==> config.mk <==
export PLATFORM = sky130hd
export DESIGN_NAME = met_queue
export DESIGN_NICKNAME = d
export VERILOG_FILES = /design/src/hw/rtl/met_pkg.sv /design/src/hw/rtl/met_queue.sv
export VERILOG_INCLUDE_DIRS = /design/src /design/src/hw/rtl
export SDC_FILE = /design/constraint.sdc
export NUM_CORES = 1
export LEC_CHECK = 0
export BUFFER_PORTS_ARGS = -buffer_cell sky130_fd_sc_hd__buf_2
export CAP_MARGIN = 5
export CORE_UTILIZATION = 30
export CTS_CLUSTER_DIAMETER = 100
export DETAILED_ROUTE_END_ITERATION = 12
export PLACE_DENSITY = 0.48
export SYNTH_ARGS = -nofsm -noshare
export SYNTH_HDL_FRONTEND = slang
export SYNTH_SLANG_ARGS = --single-unit
==> constraint.sdc <==
create_clock -name i_clk -period 5.89 [get_ports i_clk]
set_clock_uncertainty 0.1 [all_clocks]
set_input_delay 1.178 -clock i_clk [delete_from_list [all_inputs] [get_ports i_clk]]
set_output_delay 1.178 -clock i_clk [all_outputs]
set_load 0.05 [all_outputs]
==> src/hw/rtl/mandelbrot_escape_time_top_assert.svh <==
// Assertion macros shared by the mandelbrot escape-time RTL.
// No dependencies.
`ifndef MANDELBROT_ESCAPE_TIME_TOP_ASSERT_SVH
`define MANDELBROT_ESCAPE_TIME_TOP_ASSERT_SVH
// implication checked every cycle outside reset
`define MET_ASSERT_IMPL(label, clk, rst_n, ante, cons, msg) \
    label: assert property (@(posedge clk) disable iff (!rst_n) (ante) |-> (cons)) \
        else $error(msg);
// next-cycle implication
`define MET_ASSERT_NEXT(label, clk, rst_n, ante, cons, msg) \
    label: assert property (@(posedge clk) disable iff (!rst_n) (ante) |=> (cons)) \
        else $error(msg);
`endif

==> src/hw/rtl/met_pkg.sv <==
// Package for the mandelbrot escape-time block: types, register indexes, constants, a 32-bit saturation function.
// No dependencies.
`timescale 1ns / 1ps
package met_pkg;
    localparam int FRAC_BITS = 28;
    localparam int ITER_BITS = 16;
    localparam int COORD_BITS = 12;
    localparam int SIZE_BITS = 13;
    localparam int DATA_BITS = 32;
    localparam int CFG_IDX_BITS = 3;
    localparam int QUEUE_DEPTH = 2;

    typedef enum logic [CFG_IDX_BITS-1:0] {
        REG_REAL_MIN = 3'd0,
        REG_REAL_MAX = 3'd1,
        REG_IMAG_MIN = 3'd2,
        REG_IMAG_MAX = 3'd3,
        REG_IMAGE_WIDTH = 3'd4,
        REG_IMAGE_HEIGHT = 3'd5,
        REG_MAX_ITERATIONS = 3'd6
    } t_reg_idx;

    typedef struct packed {
        logic [COORD_BITS-1:0] pixel_column;
        logic [COORD_BITS-1:0] pixel_row;
    } t_in_word;

    typedef struct packed {
        logic [ITER_BITS-1:0] iteration_count;
        logic inside_set;
    } t_out_word;

    // point handed from mapper to iterator
    typedef struct packed {
        logic signed [DATA_BITS-1:0] c_re;
        logic signed [DATA_BITS-1:0] c_im;
    } t_point;

    function automatic logic signed [DATA_BITS-1:0] sat32(input logic signed [65:0] v);
        if (v > 66'sd2147483647) return 32'sh7fffffff;
        else if (v < -66'sd2147483648) return 32'sh80000000;
        else return v[DATA_BITS-1:0];
    endfunction
endpackage

==> src/hw/rtl/met_queue.sv <==
// Short point queue between mapper and iterator.
// Depends on met_pkg.
`timescale 1ns / 1ps
module met_queue (
    input  logic i_clk,
    input  logic i_rst_n,
    input  logic i_valid,
    output logic o_stall,
    input  met_pkg::t_point i_point,
    output logic o_valid,
    input  logic i_stall,
    output met_pkg::t_point o_point
);
    met_pkg::t_point r_mem [met_pkg::QUEUE_DEPTH];
    logic r_wp, r_rp;
    logic [1:0] r_cnt;
    logic w_push, w_pop;

    assign o_stall = (r_cnt == 2'(met_pkg::QUEUE_DEPTH));
    assign o_valid = (r_cnt != 2'd0);
    assign o_point = r_mem[r_rp];
    assign w_push = i_valid && !o_stall;
    assign w_pop  = o_valid && !i_stall;

    always_ff @(posedge i_clk) begin
        if (w_push) r_mem[r_wp] <= i_point;
        if (!i_rst_n) begin
            r_wp <= 1'b0;
            r_rp <= 1'b0;
            r_cnt <= 2'd0;
        end else begin
            if (w_push) r_wp <= ~r_wp;
            if (w_pop) r_rp <= ~r_rp;
            r_cnt <= r_cnt + 2'(w_push) - 2'(w_pop);
        end
    end

    `include "mandelbrot_escape_time_top_assert.svh"
    `MET_ASSERT_IMPL(a_q_bound, i_clk, i_rst_n, 1'b1, r_cnt <= 2'd2, "queue overfilled")
    `MET_ASSERT_NEXT(a_q_push, i_clk, i_rst_n, w_push && !w_pop, r_cnt != 2'd0, "push lost")
    `MET_ASSERT_NEXT(a_q_pop, i_clk, i_rst_n, w_pop && !w_push, r_cnt != 2'd2, "pop lost")
endmodule

After elaboration in Yosys (flattened, before gate mapping)
Memory sizes are Yosys's and may differ from the RTL's. A register that Yosys moved wholly into a read port is not among the register bits.
Index checks and enable logic that the tools add are counted.
Word-level totals
  register bits: 4
  bits in writable memories: 128
  input bits: 68
  word-level logic and storage cells: 18
  memories: 1
Cells by class
  add/subtract/negate cells: 2
  eq/ne operators: 1
  muxes and demuxes: 4
  bitwise logic cells: 2
  reduce and logical (&&, ||, !) cells: 5
Memory list
  r_mem: depth 2, bits a word 64, read ports 1, clocked after Yosys merged registers in 1, wr ports 1, RTL line met_queue.sv:14  | met_pkg::t_point r_mem [met_pkg::QUEUE_DEPTH];
Operators with widths (number)
  2-to-1 mux 1 bit: 4
  adder 2 x 1 -> 2 bit: 1
  == test 2 bit (second input constant): 1
  logical AND 1 bit: 2
  zero test 1 bit: 2
  inverter 1 bit: 2
  nonzero test 2 bit: 1
  subtractor 2 x 1 -> 2 bit: 1

Depth between registers and ports, before layout
  word-level depth: 5
  gate-level depth with buffers: 8

Least setup slack after synthesis
No wires, ideal clock.
  path type: input port to flip-flop
  start point: input i_valid
  end point: memory r_mem[0][0] in the netlist's numbering (enable)
  library setup time: 486 ps
  arrival: 3947 ps
  data required time: 5304 ps
  path slack: 1356 ps
  stages on the path: 2
  cells stage by stage: nand2_1 > nor2_1
Between the ends
  word-level cells in the longest chain between the ends: 3
Ends and longest elaborated chain
  from (decl): RTL line met_queue.sv:7  | input logic i_valid,
  logical AND 1 bit: RTL line met_queue.sv:22  | assign w_push = i_valid && !o_stall;
  2-to-1 mux 1 bit: RTL line met_queue.sv:26  | if (w_push) r_mem[r_wp] <= i_point;
  2-to-1 mux 1 bit (not written as such): RTL line met_queue.sv:26
  to (decl): RTL line met_queue.sv:14
Every way passes these cells.

==> summary.md <==
| Metric | Value |
|---|---|
| Worst hold slack | `around 0.37 ns` |
| FILL cells | `1545` |
| Synth area leaders | `edfxtp_1, mux2_4, dfxtp_1` |
| Setup_tns | `0 ns` |
| Yosys cell types | `18` |
| EDFF count, synth | `between 100 and 150` |
| Hold buffer count at CTS | `0` |
| Fin. max-slew vios | `0` |
| Critical Path End Type | `output pin` |
| Minimum clock period | `approximately 3.7 ns` |
| CP bufs+invs | `2` |
| Rel. slew slack | `22.5%` |
| Endpoints failing setup | `0` |
| Vias in the first global route | `2700` |
| Global Route Usage Sum | `11.1%` |
| Residual DRC | `0` |
| Largest stage delay, worst path | `0.81 ns` |
| Outcome | `finished, final reports clean` |
| Largest fanout on the critical path | `37` |
| Fmax | `~270 MHz` |
| Total power | `between 3 and 4 mW` |
| Worst-margin pin slew | `around 1.2 ns` |
| Seq/Total Area, Yosys | `between 70 and 80%` |
| Power share of the clock group | `about a third` |
| H-tree Lvls | `4` |
| WL met2 | `4570 um` |
| DP HPWL | `slightly below 6000 um` |
| CP Data Required Time | `approximately 4.6 ns` |
| Antenna violations before repair | `0` |
| Met3 wire len | `roughly 680 um` |
| Fin crit share | `about 62%` |
| Synth cell count leaders | `edfxtp_1, mux2_4, buf_6, dfxtp_1, mux2_2` |
| Setup WS pre-CTS | `roughly 2.5 ns` |
| Synthesized area | `0.00512 sq mm` |
| Via Count | `approximately 2500` |
| Syn nets | `295` |
| CP top delay family | `flip-flops` |
| Post-cts resize count | `0` |
| Routed Wire Length | `approximately 9300 um` |
| Comb power frac | `between 20 and 30%` |
| Via-to-Cell Ratio | `4.17` |
| Routed WL per cell | `15.4 um` |
| CTS Buffer Depth | `2` |
| Synth top area share | `between 70% and 80%` |
| Number of antenna diodes | `0` |
| Worst vdd ir | `about 0.26 mV` |
| Antenna viol nets, final | `0` |
| Critical Path Start Type | `flop` |
| Crit path kind | `reg -> out` |
| Fin nets | `between 400 and 500` |
| Final instance area | `~0.0067 sq mm` |
| Initial core utilization | `30.8%` |
| Switch share | `between 30 and 40%` |
| Top Metal Used | `met4` |
| Layout cells sized above 1 | `just over 60%` |
| Reg-to-reg slack, setup | `3.31 ns` |
| Synth Warn # | `0` |
| Reg2reg end | `r_mem[0][41]$_DFFE_PP_` |
| Die height | `133 um` |
| Int Pwr | `around 2.3 mW` |
| Clock slew at reported path FFs | `approximately 0.050 ns` |
| Die footprint | `0.0176 sq mm` |
| Placed cell area | `0.00602 sq mm` |
| Synth area leader | `edfxtp_1` |
| Slowest-stage cell, CP | `dfxtp_4` |
| Largest net degree at the start of global routing | `65` |
| PortBufs | `approximately 130` |
| Clock Sinks | `133` |
| Cell area power density | `516 mW/mm^2` |
| Cell with the most instances after synthesis | `edfxtp_1` |
| Hold Vio Cnt, Final | `0` |
| Crit path DAT | `~2.4 ns` |
| # Max-Cap Violations | `0` |
| Worst reg2reg path startpoint | `r_cnt[0]$_SDFF_PN0_` |
| CTS tree | `done` |
| IO Pins | `between 100 and 150` |
| Site Rows | `47` |
| First-pass iteration count of the detailed router | `4` |
| TritonCTS Buffers | `17` |
| Synth Area per Inst | `approximately 23 sq um` |
| Root buffer cell | `clkbuf_16` |
| WHS Path Cells | `2` |
| Horiz. Die Dim | `133 um` |
| Worst hold path startpoint | `r_rp$_SDFFE_PN0P_` |
| Main synth FF type | `edfxtp_1` |
| Worst path cell trace | `buf_4 > mux2_4 > buf_2` |
| Metal-1 WL | `3850 um` |
| Aggregate global routing overflow | `0` |
| Core Area | `about 0.017 sq mm` |
| Post-synth ARST share | `0%` |
| HP Class | `reg -> reg` |
| Post-CTS setup buffers | `0` |
| Worst-Skew Late Latency | `between 0.4 and 0.5 ns` |
| Lkg Pwr | `2.62 nW` |
| RSZ-0062 raised after global routing | `false` |
| Setup ws final | `between 2 and 2.5 ns` |
| Post-synthesis instance total | `approximately 230` |
| Placer Congestion | `0.626` |
| Area added between synthesis and finish | `30.3%` |
| First-pass GRT wire length | `between 10000 and 15000 um` |
| FF+latch count, synth | `around 130` |
| Worst R2R Path Depth | `4` |
| Drt first-iter violations | `145` |
| Psw | `around 1.1 mW` |
| Register share of total power | `between 30% and 40%` |
-- logic make-up after synthesis --
family	synth area share, %
multiplexers	19.0
XOR/XNOR	0.342
buffers and inverters	1.69
AND/OR/NAND/NOR	1.47
adder cells (fa/ha/maj)	0.488
flip-flops	77.0
-- stage by stage --
| stage | cells | utilization (%) |
|---|---|---|
| global placement | 573 | 36.2 |
| floorplan | 225 | - |
| global route | 605 | 40.1 |
| finish | 605 | 40.1 |
| CTS | 605 | 40.1 |
| detailed placement | 573 | 36.2 |
-- routing by layer --
layer	GRT usage [%]	up-vias
li1	-	1177
met3	4.60	15
met2	17.7	89
met5	0	-
met4	6.51	0
met1	12.5	1240
-- power by group through the flow --
stage                     sequential (mW)  clock, mW  combinational (mW)
after floorplan                      1.24          0               0.892
after global placement               1.28          0                1.04
after detailed placement             1.29          0                1.04
after CTS                            1.27       1.18                1.04
after global routing                 1.28       1.23                1.08
final                                1.26       1.16                1.02
-- state kept, by name, summed over array words and instances, names as in the netlist, named ones only --
signal,flops
r_mem,128
r_rp,1
r_wp,1
r_cnt,2
-- area by class of cell --
| type | count | area, sq um | area share, % |
|---|---|---|---|
| Sequential cell | 133 | 3950 | 59.1 |
| Clock inverter | 13 | 204 | 3.06 |
| Tap cell | 220 | 275 | 4.12 |
| Inverter | 2 | 7.51 | 0.112 |
| Timing Repair Buffer | 135 | 681 | 10.2 |
| Multi-Input combinational cell | 83 | 1110 | 16.6 |
| Clock buffer | 19 | 453 | 6.79 |
-- placed cells by master (no fill, tap or decap), drive strengths merged --
cell type,instances
dfxtp,5
and2,1
inv,2
xnor2,1
nor2,1
ha,2
clkinv,4
mux2,64
clkbuf,19
nand2b,3
nor2b,2
or2,1
bufinv,5
buf,135
nand2,3
edfxtp,128
mux2i,3
clkinvlp,4
xor2,1
and3,1
-- worst register-to-register path: stages, from the launching register on --
cell and delay (ns):
dfxtp_1 0.35, nand2b_1 0.18, nand2_1 0.16, nor2_4 0.90, buf_4 0.54
-- worst max path at each step --
stage / from / end / cells after the start
6_report: flop / o_point[18] / 3
5_1_grt: flop / o_point[44] / 3
4_1_cts: flop / o_point[18] / 3
3_5_place_dp: i_valid / r_mem[0][2]$_DFFE_PP_ / 4
3_3_place_gp: i_valid / r_mem[0][38]$_DFFE_PP_ / 4
2_1_floorplan: i_valid / r_mem[0][0]$_DFFE_PP_ / 2
Note: power is estimated with default switching activity, not from simulation.
