--- src/hw/rtl/mandelbrot_escape_time_top_assert.svh ---
// Assertion macros shared by the mandelbrot escape-time RTL.
// No dependencies.
`ifndef MANDELBROT_ESCAPE_TIME_TOP_ASSERT_SVH
`define MANDELBROT_ESCAPE_TIME_TOP_ASSERT_SVH
// implication checked every cycle outside reset
`define MET_ASSERT_IMPL(label, clk, rst_n, ante, cons, msg) \
    label: assert property (@(posedge clk) disable iff (!rst_n) (ante) |-> (cons)) \
        else $error(msg);
// next-cycle implication
`define MET_ASSERT_NEXT(label, clk, rst_n, ante, cons, msg) \
    label: assert property (@(posedge clk) disable iff (!rst_n) (ante) |=> (cons)) \
        else $error(msg);
`endif

--- src/hw/rtl/met_pkg.sv ---
// Package for the mandelbrot escape-time block: types, register indexes, constants, a 32-bit saturation function.
// No dependencies.
`timescale 1ns / 1ps
package met_pkg;
    localparam int FRAC_BITS = 28;
    localparam int ITER_BITS = 16;
    localparam int COORD_BITS = 12;
    localparam int SIZE_BITS = 13;
    localparam int DATA_BITS = 32;
    localparam int CFG_IDX_BITS = 3;
    localparam int QUEUE_DEPTH = 2;

    typedef enum logic [CFG_IDX_BITS-1:0] {
        REG_REAL_MIN = 3'd0,
        REG_REAL_MAX = 3'd1,
        REG_IMAG_MIN = 3'd2,
        REG_IMAG_MAX = 3'd3,
        REG_IMAGE_WIDTH = 3'd4,
        REG_IMAGE_HEIGHT = 3'd5,
        REG_MAX_ITERATIONS = 3'd6
    } t_reg_idx;

    typedef struct packed {
        logic [COORD_BITS-1:0] pixel_column;
        logic [COORD_BITS-1:0] pixel_row;
    } t_in_word;

    typedef struct packed {
        logic [ITER_BITS-1:0] iteration_count;
        logic inside_set;
    } t_out_word;

    // point handed from mapper to iterator
    typedef struct packed {
        logic signed [DATA_BITS-1:0] c_re;
        logic signed [DATA_BITS-1:0] c_im;
    } t_point;

    function automatic logic signed [DATA_BITS-1:0] sat32(input logic signed [65:0] v);
        if (v > 66'sd2147483647) return 32'sh7fffffff;
        else if (v < -66'sd2147483648) return 32'sh80000000;
        else return v[DATA_BITS-1:0];
    endfunction
endpackage

--- src/hw/rtl/met_map.sv ---
// Front part: maps a pixel onto the complex plane with a serial divider.
// Depends on met_pkg.
`timescale 1ns / 1ps
module met_map (
    input  logic i_clk,
    input  logic i_rst_n,
    input  logic i_valid,
    output logic o_stall,
    input  met_pkg::t_in_word i_word,
    input  logic signed [31:0] i_real_min,
    input  logic signed [31:0] i_real_max,
    input  logic signed [31:0] i_imag_min,
    input  logic signed [31:0] i_imag_max,
    input  logic [12:0] i_image_width,
    input  logic [12:0] i_image_height,
    output logic o_valid,
    input  logic i_stall,
    output met_pkg::t_point o_point
);
    typedef enum logic [2:0] {S_IDLE, S_MUL, S_DIV, S_SUM, S_OUT} t_state;
    t_state r_state;
    logic r_axis;          // 0 real, 1 imaginary
    logic [11:0] r_col, r_row;
    logic [44:0] r_num, r_quo;
    logic [45:0] r_rem;
    logic [12:0] r_div;
    logic [5:0] r_cnt;
    logic r_neg;
    logic signed [31:0] r_c_re, r_c_im;

    logic signed [44:0] w_prod;     // coord * span
    logic signed [32:0] w_span;
    logic [12:0] w_size;
    logic signed [31:0] w_lo;
    logic [45:0] w_rem_sh;
    logic [45:0] w_rem_sub;
    logic signed [65:0] w_sum;

    assign w_lo   = r_axis ? i_imag_min : i_real_min;
    assign w_span = r_axis ? (33'(i_imag_max) - 33'(i_imag_min))
                           : (33'(i_real_max) - 33'(i_real_min));
    assign w_size = r_axis ? i_image_height : i_image_width;
    assign w_prod = 45'(signed'({1'b0, r_axis ? r_row : r_col})) * 45'(w_span);
    assign w_rem_sh  = {r_rem[44:0], r_num[44]};
    assign w_rem_sub = w_rem_sh - 46'(r_div);
    assign w_sum = 66'(w_lo) + (r_neg ? -66'(signed'({1'b0, r_quo}))
                                      : 66'(signed'({1'b0, r_quo})));

    assign o_stall = (r_state != S_IDLE);
    assign o_valid = (r_state == S_OUT);
    assign o_point = '{c_re: r_c_re, c_im: r_c_im};

    always_ff @(posedge i_clk) begin
        if (!i_rst_n) begin
            r_state <= S_IDLE;
            r_axis <= 1'b0;
        end else begin
            unique case (r_state)
                S_IDLE: if (i_valid) begin
                    r_col <= i_word.pixel_column;
                    r_row <= i_word.pixel_row;
                    r_axis <= 1'b0;
                    r_state <= S_MUL;
                end
                S_MUL: begin
                    r_neg <= w_prod[44];
                    r_num <= w_prod[44] ? 45'(-w_prod) : 45'(w_prod);
                    r_div <= (w_size >= 13'd2) ? w_size - 13'd1 : 13'd1;
                    r_rem <= '0;
                    r_cnt <= 6'd0;
                    r_state <= S_DIV;
                end
                S_DIV: begin
                    // restoring division, one quotient bit per cycle
                    if (w_rem_sh >= 46'(r_div)) begin
                        r_rem <= w_rem_sub;
                        r_quo <= {r_quo[43:0], 1'b1};
                    end else begin
                        r_rem <= w_rem_sh;
                        r_quo <= {r_quo[43:0], 1'b0};
                    end
                    r_num <= {r_num[43:0], 1'b0};
                    r_cnt <= r_cnt + 6'd1;
                    if (r_cnt == 6'd44) r_state <= S_SUM;
                end
                S_SUM: begin
                    if (r_axis) begin
                        r_c_im <= met_pkg::sat32(w_sum);
                        r_state <= S_OUT;
                    end else begin
                        r_c_re <= met_pkg::sat32(w_sum);
                        r_axis <= 1'b1;
                        r_state <= S_MUL;
                    end
                end
                S_OUT: if (!i_stall) r_state <= S_IDLE;
                default: r_state <= S_IDLE;
            endcase
        end
    end
endmodule

--- config.mk ---
export PLATFORM = sky130hd
export DESIGN_NAME = met_map
export DESIGN_NICKNAME = d
export VERILOG_FILES = /design/src/hw/rtl/mandelbrot_escape_time_top_assert.svh /design/src/hw/rtl/met_pkg.sv /design/src/hw/rtl/met_map.sv
export SDC_FILE = /design/constraint.sdc
export NUM_CORES = 2
export LEC_CHECK = 0
export BUFFER_PORTS_ARGS = -buffer_cell sky130_fd_sc_hd__buf_2
export CORE_ASPECT_RATIO = 1.75
export CORE_MARGIN = 3
export CORE_UTILIZATION = 25
export DETAILED_ROUTE_END_ITERATION = 6
export MAX_ROUTING_LAYER = met4
export PLACE_DENSITY_LB_ADDON = 0.12
export SKIP_CTS_REPAIR_TIMING = 1
export SYNTH_ARGS = -nofsm -noshare
export SYNTH_HDL_FRONTEND = slang
export SYNTH_SLANG_ARGS = --single-unit
--- constraint.sdc ---
create_clock -name i_clk -period 28.3 [get_ports i_clk]
set_clock_uncertainty 0.05 [all_clocks]
set_input_delay 1.415 -clock i_clk [delete_from_list [all_inputs] [get_ports i_clk]]
set_output_delay 1.415 -clock i_clk [all_outputs]
set_load 0.005 [all_outputs]
# After elaboration in Yosys (flattened, before gate mapping)
# Cells that the tools add are included.
# word_totals
register_bits	247
input_bits	182
output_inout_bits	66
# classes
addsub	8
multipliers	1
n_lt_le_gt_ge	4
n_eq_ne	8
n_mux	20
bitwise	1
reduce_logical	12
# ops
cell	count
case mux 45 bit (2 select lines)	2
two-way mux 32 bit	3
two-way mux 45 bit	2
adder 32 x 66 -> 66 bit	1
greater-than comparator 66 x 32 -> 1 bit (second input constant)	1
< comparator 66 x 32 -> 1 bit (second input constant)	1
two-way mux 66 bit	1
negator 45 -> 66 bit	1
subtractor 32 x 32 -> 33 bit	2
greater-or-equal comparator 46 x 13 -> 1 bit	1
multiplier 13 x 33 -> 45 bit	1
negator 45 bit	1
subtractor 45 x 13 -> 45 bit	1
two-way mux 33 bit	1
case mux 3 bit (5 select lines)	1
greater-or-equal comparator 13 x 2 -> 1 bit (second input constant)	1
two-way mux 13 bit	1
subtractor 13 x 1 -> 13 bit (second input constant)	1
two-way mux 12 bit	1
two-way mux 3 bit	4
case mux 6 bit (2 select lines)	1
AND reduction 3 bit	4
AND reduction 2 bit	4
adder 6 x 1 -> 6 bit (second input constant)	1
other kinds (11)	16

# Longest topological paths before layout
# depth
word_depth	6
depth_mapped	44

# Worst setup path after synthesis
# OpenSTA, ideal clock, no wires.
# synth_timing
kind	input port to flip-flop
from	input port i_real_max[0]
to	register r_num[6] (data pin)
setup_ps	271
t_arrival_ps	10630
required_ps	27979
setup_slack_ps	17350
cell_stages	40
path_buffers	3
cell_sequence	inv_1 -> ha_1 -> fa_1 -> nor2b_1 -> o21ai_0 -> a21boi_0 -> o21ai_0 -> o211a_1 -> o41ai_1 -> a31oi_1 -> o21ai_0 -> xor2_1 -> o21ai_0 -> nor2_1 -> fa_1 -> inv_1 -> fa_1 -> inv_1 -> [... 4 more ...] -> inv_1 -> ha_1 -> clkbuf_1 -> nand3_1 -> or2_2 -> a2111oi_0 -> o311ai_0 -> a41oi_1 -> nand4_1 -> nand2_1 -> a21o_1 -> xor2_1 -> inv_1 -> clkbuf_1 -> clkbuf_1 -> o41ai_1 -> xor2_1 -> a21oi_1
# synth_via
elab_chain_cells	6
# synth_lines
element	line_no	rtl
start: declaration	met_map.sv:11	input logic signed [31:0] i_real_max,
subtractor 32 x 32 -> 33 bit (*)	met_map.sv:41	: (33'(i_real_max) - 33'(i_real_min));
two-way mux 33 bit (*)	met_map.sv:40	assign w_span = r_axis ? (33'(i_imag_max) - 33'(i_imag_min))
multiplier 13 x 33 -> 45 bit (*)	met_map.sv:43	assign w_prod = 45'(signed'({1'b0, r_axis ? r_row : r_col})) * 45'(w_span);
negator 45 bit	met_map.sv:67	r_num <= w_prod[44] ? 45'(-w_prod) : 45'(w_prod);
two-way mux 45 bit (*)	met_map.sv:67	
case mux 45 bit (2 select lines) (*)	met_map.sv:58	unique case (r_state)
end signal: assignment	met_map.sv:67	
end signal: assignment	met_map.sv:82	r_num <= {r_num[43:0], 1'b0};
end: declaration	met_map.sv:24	logic [44:0] r_num, r_quo;
# Mark *: on every way between the ends. The rest lies on a longest branch, timed or not.
# A chain may end at the register's enable or synchronous reset.

# Worst setup path after layout
# layout_timing
from	input port i_real_min[0]
to	register r_num[22] (data pin)
# layout_via
elab_chain_cells	6
# layout_lines
element	line_no	rtl
start: declaration	met_map.sv:10	input logic signed [31:0] i_real_min,
subtractor 32 x 32 -> 33 bit (*)	met_map.sv:41	
two-way mux 33 bit (*)	met_map.sv:40	
multiplier 13 x 33 -> 45 bit (*)	met_map.sv:43	
negator 45 bit	met_map.sv:67	
two-way mux 45 bit (*)	met_map.sv:67	
case mux 45 bit (2 select lines) (*)	met_map.sv:58	
# Marked as above.

==> results.txt <==
yosys synthesis warning count - 0
slowest stage delay, CP - 0.84 ns
master of the slowest instance on the critical path - o21ai_0
via count - 29,300
DRT iter0 DRCs - 1,451
Critical Path RT - 28.60 ns
clk root buf - clkbuf_16
CTS clk-pin slew, worst paths - 0.06 ns
Post-Syn Area - 34,700 um^2
first-pass GRT wire length - 200,000 um
routability cong. - 0.954
Routed WL - 132,000 um
Slew Limit Fails - 0
CTS H-tree lvls - 1
Max-slew headroom - 25.2%
FF-to-FF End - r_num[22]
post-route non-filler standard cell count - 6,077
Cells after DPL - 6,010
Synth area leader - edfxtp_1
Mapped Avg Cell Area - 8.54 um^2
vias in the first global route - 31,300
register area share after synthesis - 21.3%
Max Buffers Root-to-Sink - 3
crit-path max FO - 23
outcome - completed
TritonCTS clock tree - built
global route total overflow - 0
Hold Fails Final Rpt - 0
ys async rst share - 0%
# IOs - 248
TritonCTS Buffers - 29
ys flop type - edfxtp_1
Hold Path End - r_quo[2]
final setup fails - 0
register bit total from synthesis - 247
r2r startpoint - r_axis
Setup crit start kind - input pin
# rows - 180
layout cell share with drive strength beyond 1 - 9.83%
Crit Path Category - in2reg
vias per cell - 4.83
Least-Margin Pin Slew - 1.11 ns
Mapped Cells - 4,056
Hold Crit Depth - 0
die extent in x - 287 um
die area - 143,000 um^2
worst setup margin - 15.70 ns
worst skew pair latency - 0.63 ns
Die Height - 499 um
most frequent cells in the layout - inv_1 (575), nand2_1 (453), nor2_1 (422), fa_1 (349), buf_2 (247)
DRT antenna net count - 0
DRC - 0
Final TNS setup - 0 ns
Period minus WS final - 12.60 ns
cells taking the most area after synthesis - edfxtp_1 (21%), fa_1 (20%), ha_1 (8.9%), inv_1 (6.2%), nand2_1 (4.9%)
Nets - 4,998
FMAX - 0.0793 GHz
Reg2Reg Setup Slack - 17.74 ns
wire length per cell - 21.8 um
antenna violations before repair - 16
CP Capture Type - flip-flop
Initial Utilization - 25.2%
# clock sinks - 247
P&R area growth vs syn - 12.2%
Total GRT Usage - 18.9%
Post-synth EDFFs - 243
worst hold start - r_quo[1]
Port-buffer cells - 247
core area - 138,000 um^2
setup slack after placement - 14.94 ns
Yosys top cell area share - 21.1%
Max-cap violations - 0
Detail Placement HPWL - 111,000 um
worst min path class - reg2reg
crit path DAT - 12.90 ns
DR pass1 iterations - 5
unrepaired setup endpoints after global routing - false
unique cell type count in the Yosys netlist - 95
largest net degree at the start of global routing - 73
syn nets - 4,833
worst r2r path cells - 29
commonest non-fill, non-tap cell in the layout - inv_1
final worst path period share - 44.5%
==> through the flow <==
step	cell area [um^2]	hold slack, ns	util, %
floorplan	34700	0.399	-
global placement	37900	0.415	27.6
detailed placement	37900	0.418	27.6
CTS	38800	0.431	28.2
global route	38900	0.453	28.2
finish	38900	0.425	28.3
==> routing by layer <==
| metal | vias to the layer above | wire (um) | global-route usage [%] | share of wire, % |
|---|---|---|---|---|
| met1 | 14500 | 51900 | 20.9 | 39 |
| met4 | 0 | 5490 | 6.85 | 4.1 |
| met5 | - | 0 | - | 0 |
| met2 | 670 | 70300 | 35.0 | 53 |
| li1 | 13900 | - | - | - |
| met3 | 159 | 4710 | 1.58 | 3.6 |
==> cell families (layout without fill, tap and decap cells) <==
logic type / count (synthesis) / after routing / share of synthesized area, %
compound gates: 834 / 834 / 15.6
flops: 247 / 247 / 21.3
mux: 43 / 43 / 1.28
xor+xnor: 275 / 275 / 6.99
other cells: 0 / 15 / 0
simple gates: 1321 / 1321 / 17.6
fa+ha+maj: 595 / 595 / 29.0
buf+inv: 741 / 927 / 8.21
==> registers in the layout (all words and copies together) (netlist names), 3 cells and up <==
name	flops
r_c_im	32
r_c_re	32
r_cnt	6
r_col	12
r_div	13
r_num	45
r_quo	45
r_rem	45
r_row	12
r_state	3
==> cell usage after synthesis, types with 38 or more instances <==
cell type and number:
nor2_1 424, nand2_1 455, and2_1 39, inv_1 576, ha_1 246, edfxtp_1 243
o21ai_0 200, nor3_1 42, a21oi_1 208, a21o_1 134, o31ai_1 38, nand3_1 59
xnor2_1 168, xor2_1 106, fa_1 349, clkbuf_1 125, nand4_1 40, nand2b_1 44
==> critical path, delay by kind of cell <==
| kind | cells | cell delay, ns |
|---|---|---|
| AOI/OAI and AO/OA | 14 | 5.16 |
| xor gates and xnor gates | 3 | 0.40 |
| adders and majority gates | 8 | 3.67 |
| buffers and inverters | 8 | 1.27 |
| and+or+nand+nor | 6 | 0.98 |
==> worst max path at each step <==
| stage | startpoint | endpoint | slack [ns] | depth (start not counted) |
|---|---|---|---|---|
| 6_report | i_real_min[0] | r_num[22] | 15.70 | 39 |
| 5_1_grt | i_real_min[0] | r_num[5] | 14.84 | 39 |
| 4_1_cts | i_real_min[0] | r_num[7] | 15.60 | 39 |
| 3_5_place_dp | i_real_min[0] | r_num[12] | 14.94 | 39 |
| 3_3_place_gp | i_real_min[0] | r_num[12] | 14.97 | 39 |
| 2_1_floorplan | i_real_max[0] | r_num[6] | 17.35 | 40 |
==> cell type report <==
type | instances | area (um^2)
clock inverters | 19 | 176
diodes | 15 | 37.5
clock buffers | 33 | 741
multi-input cells | 3068 | 24500
inverters | 578 | 2170
repair buffers | 297 | 1610
flip-flops and latches | 247 | 7380
well taps | 1820 | 2280
fillers | 14900 | 98700
Power is not shown: default switching activity piles up to over one toggle a cycle in this logic, so the estimate is an artifact.
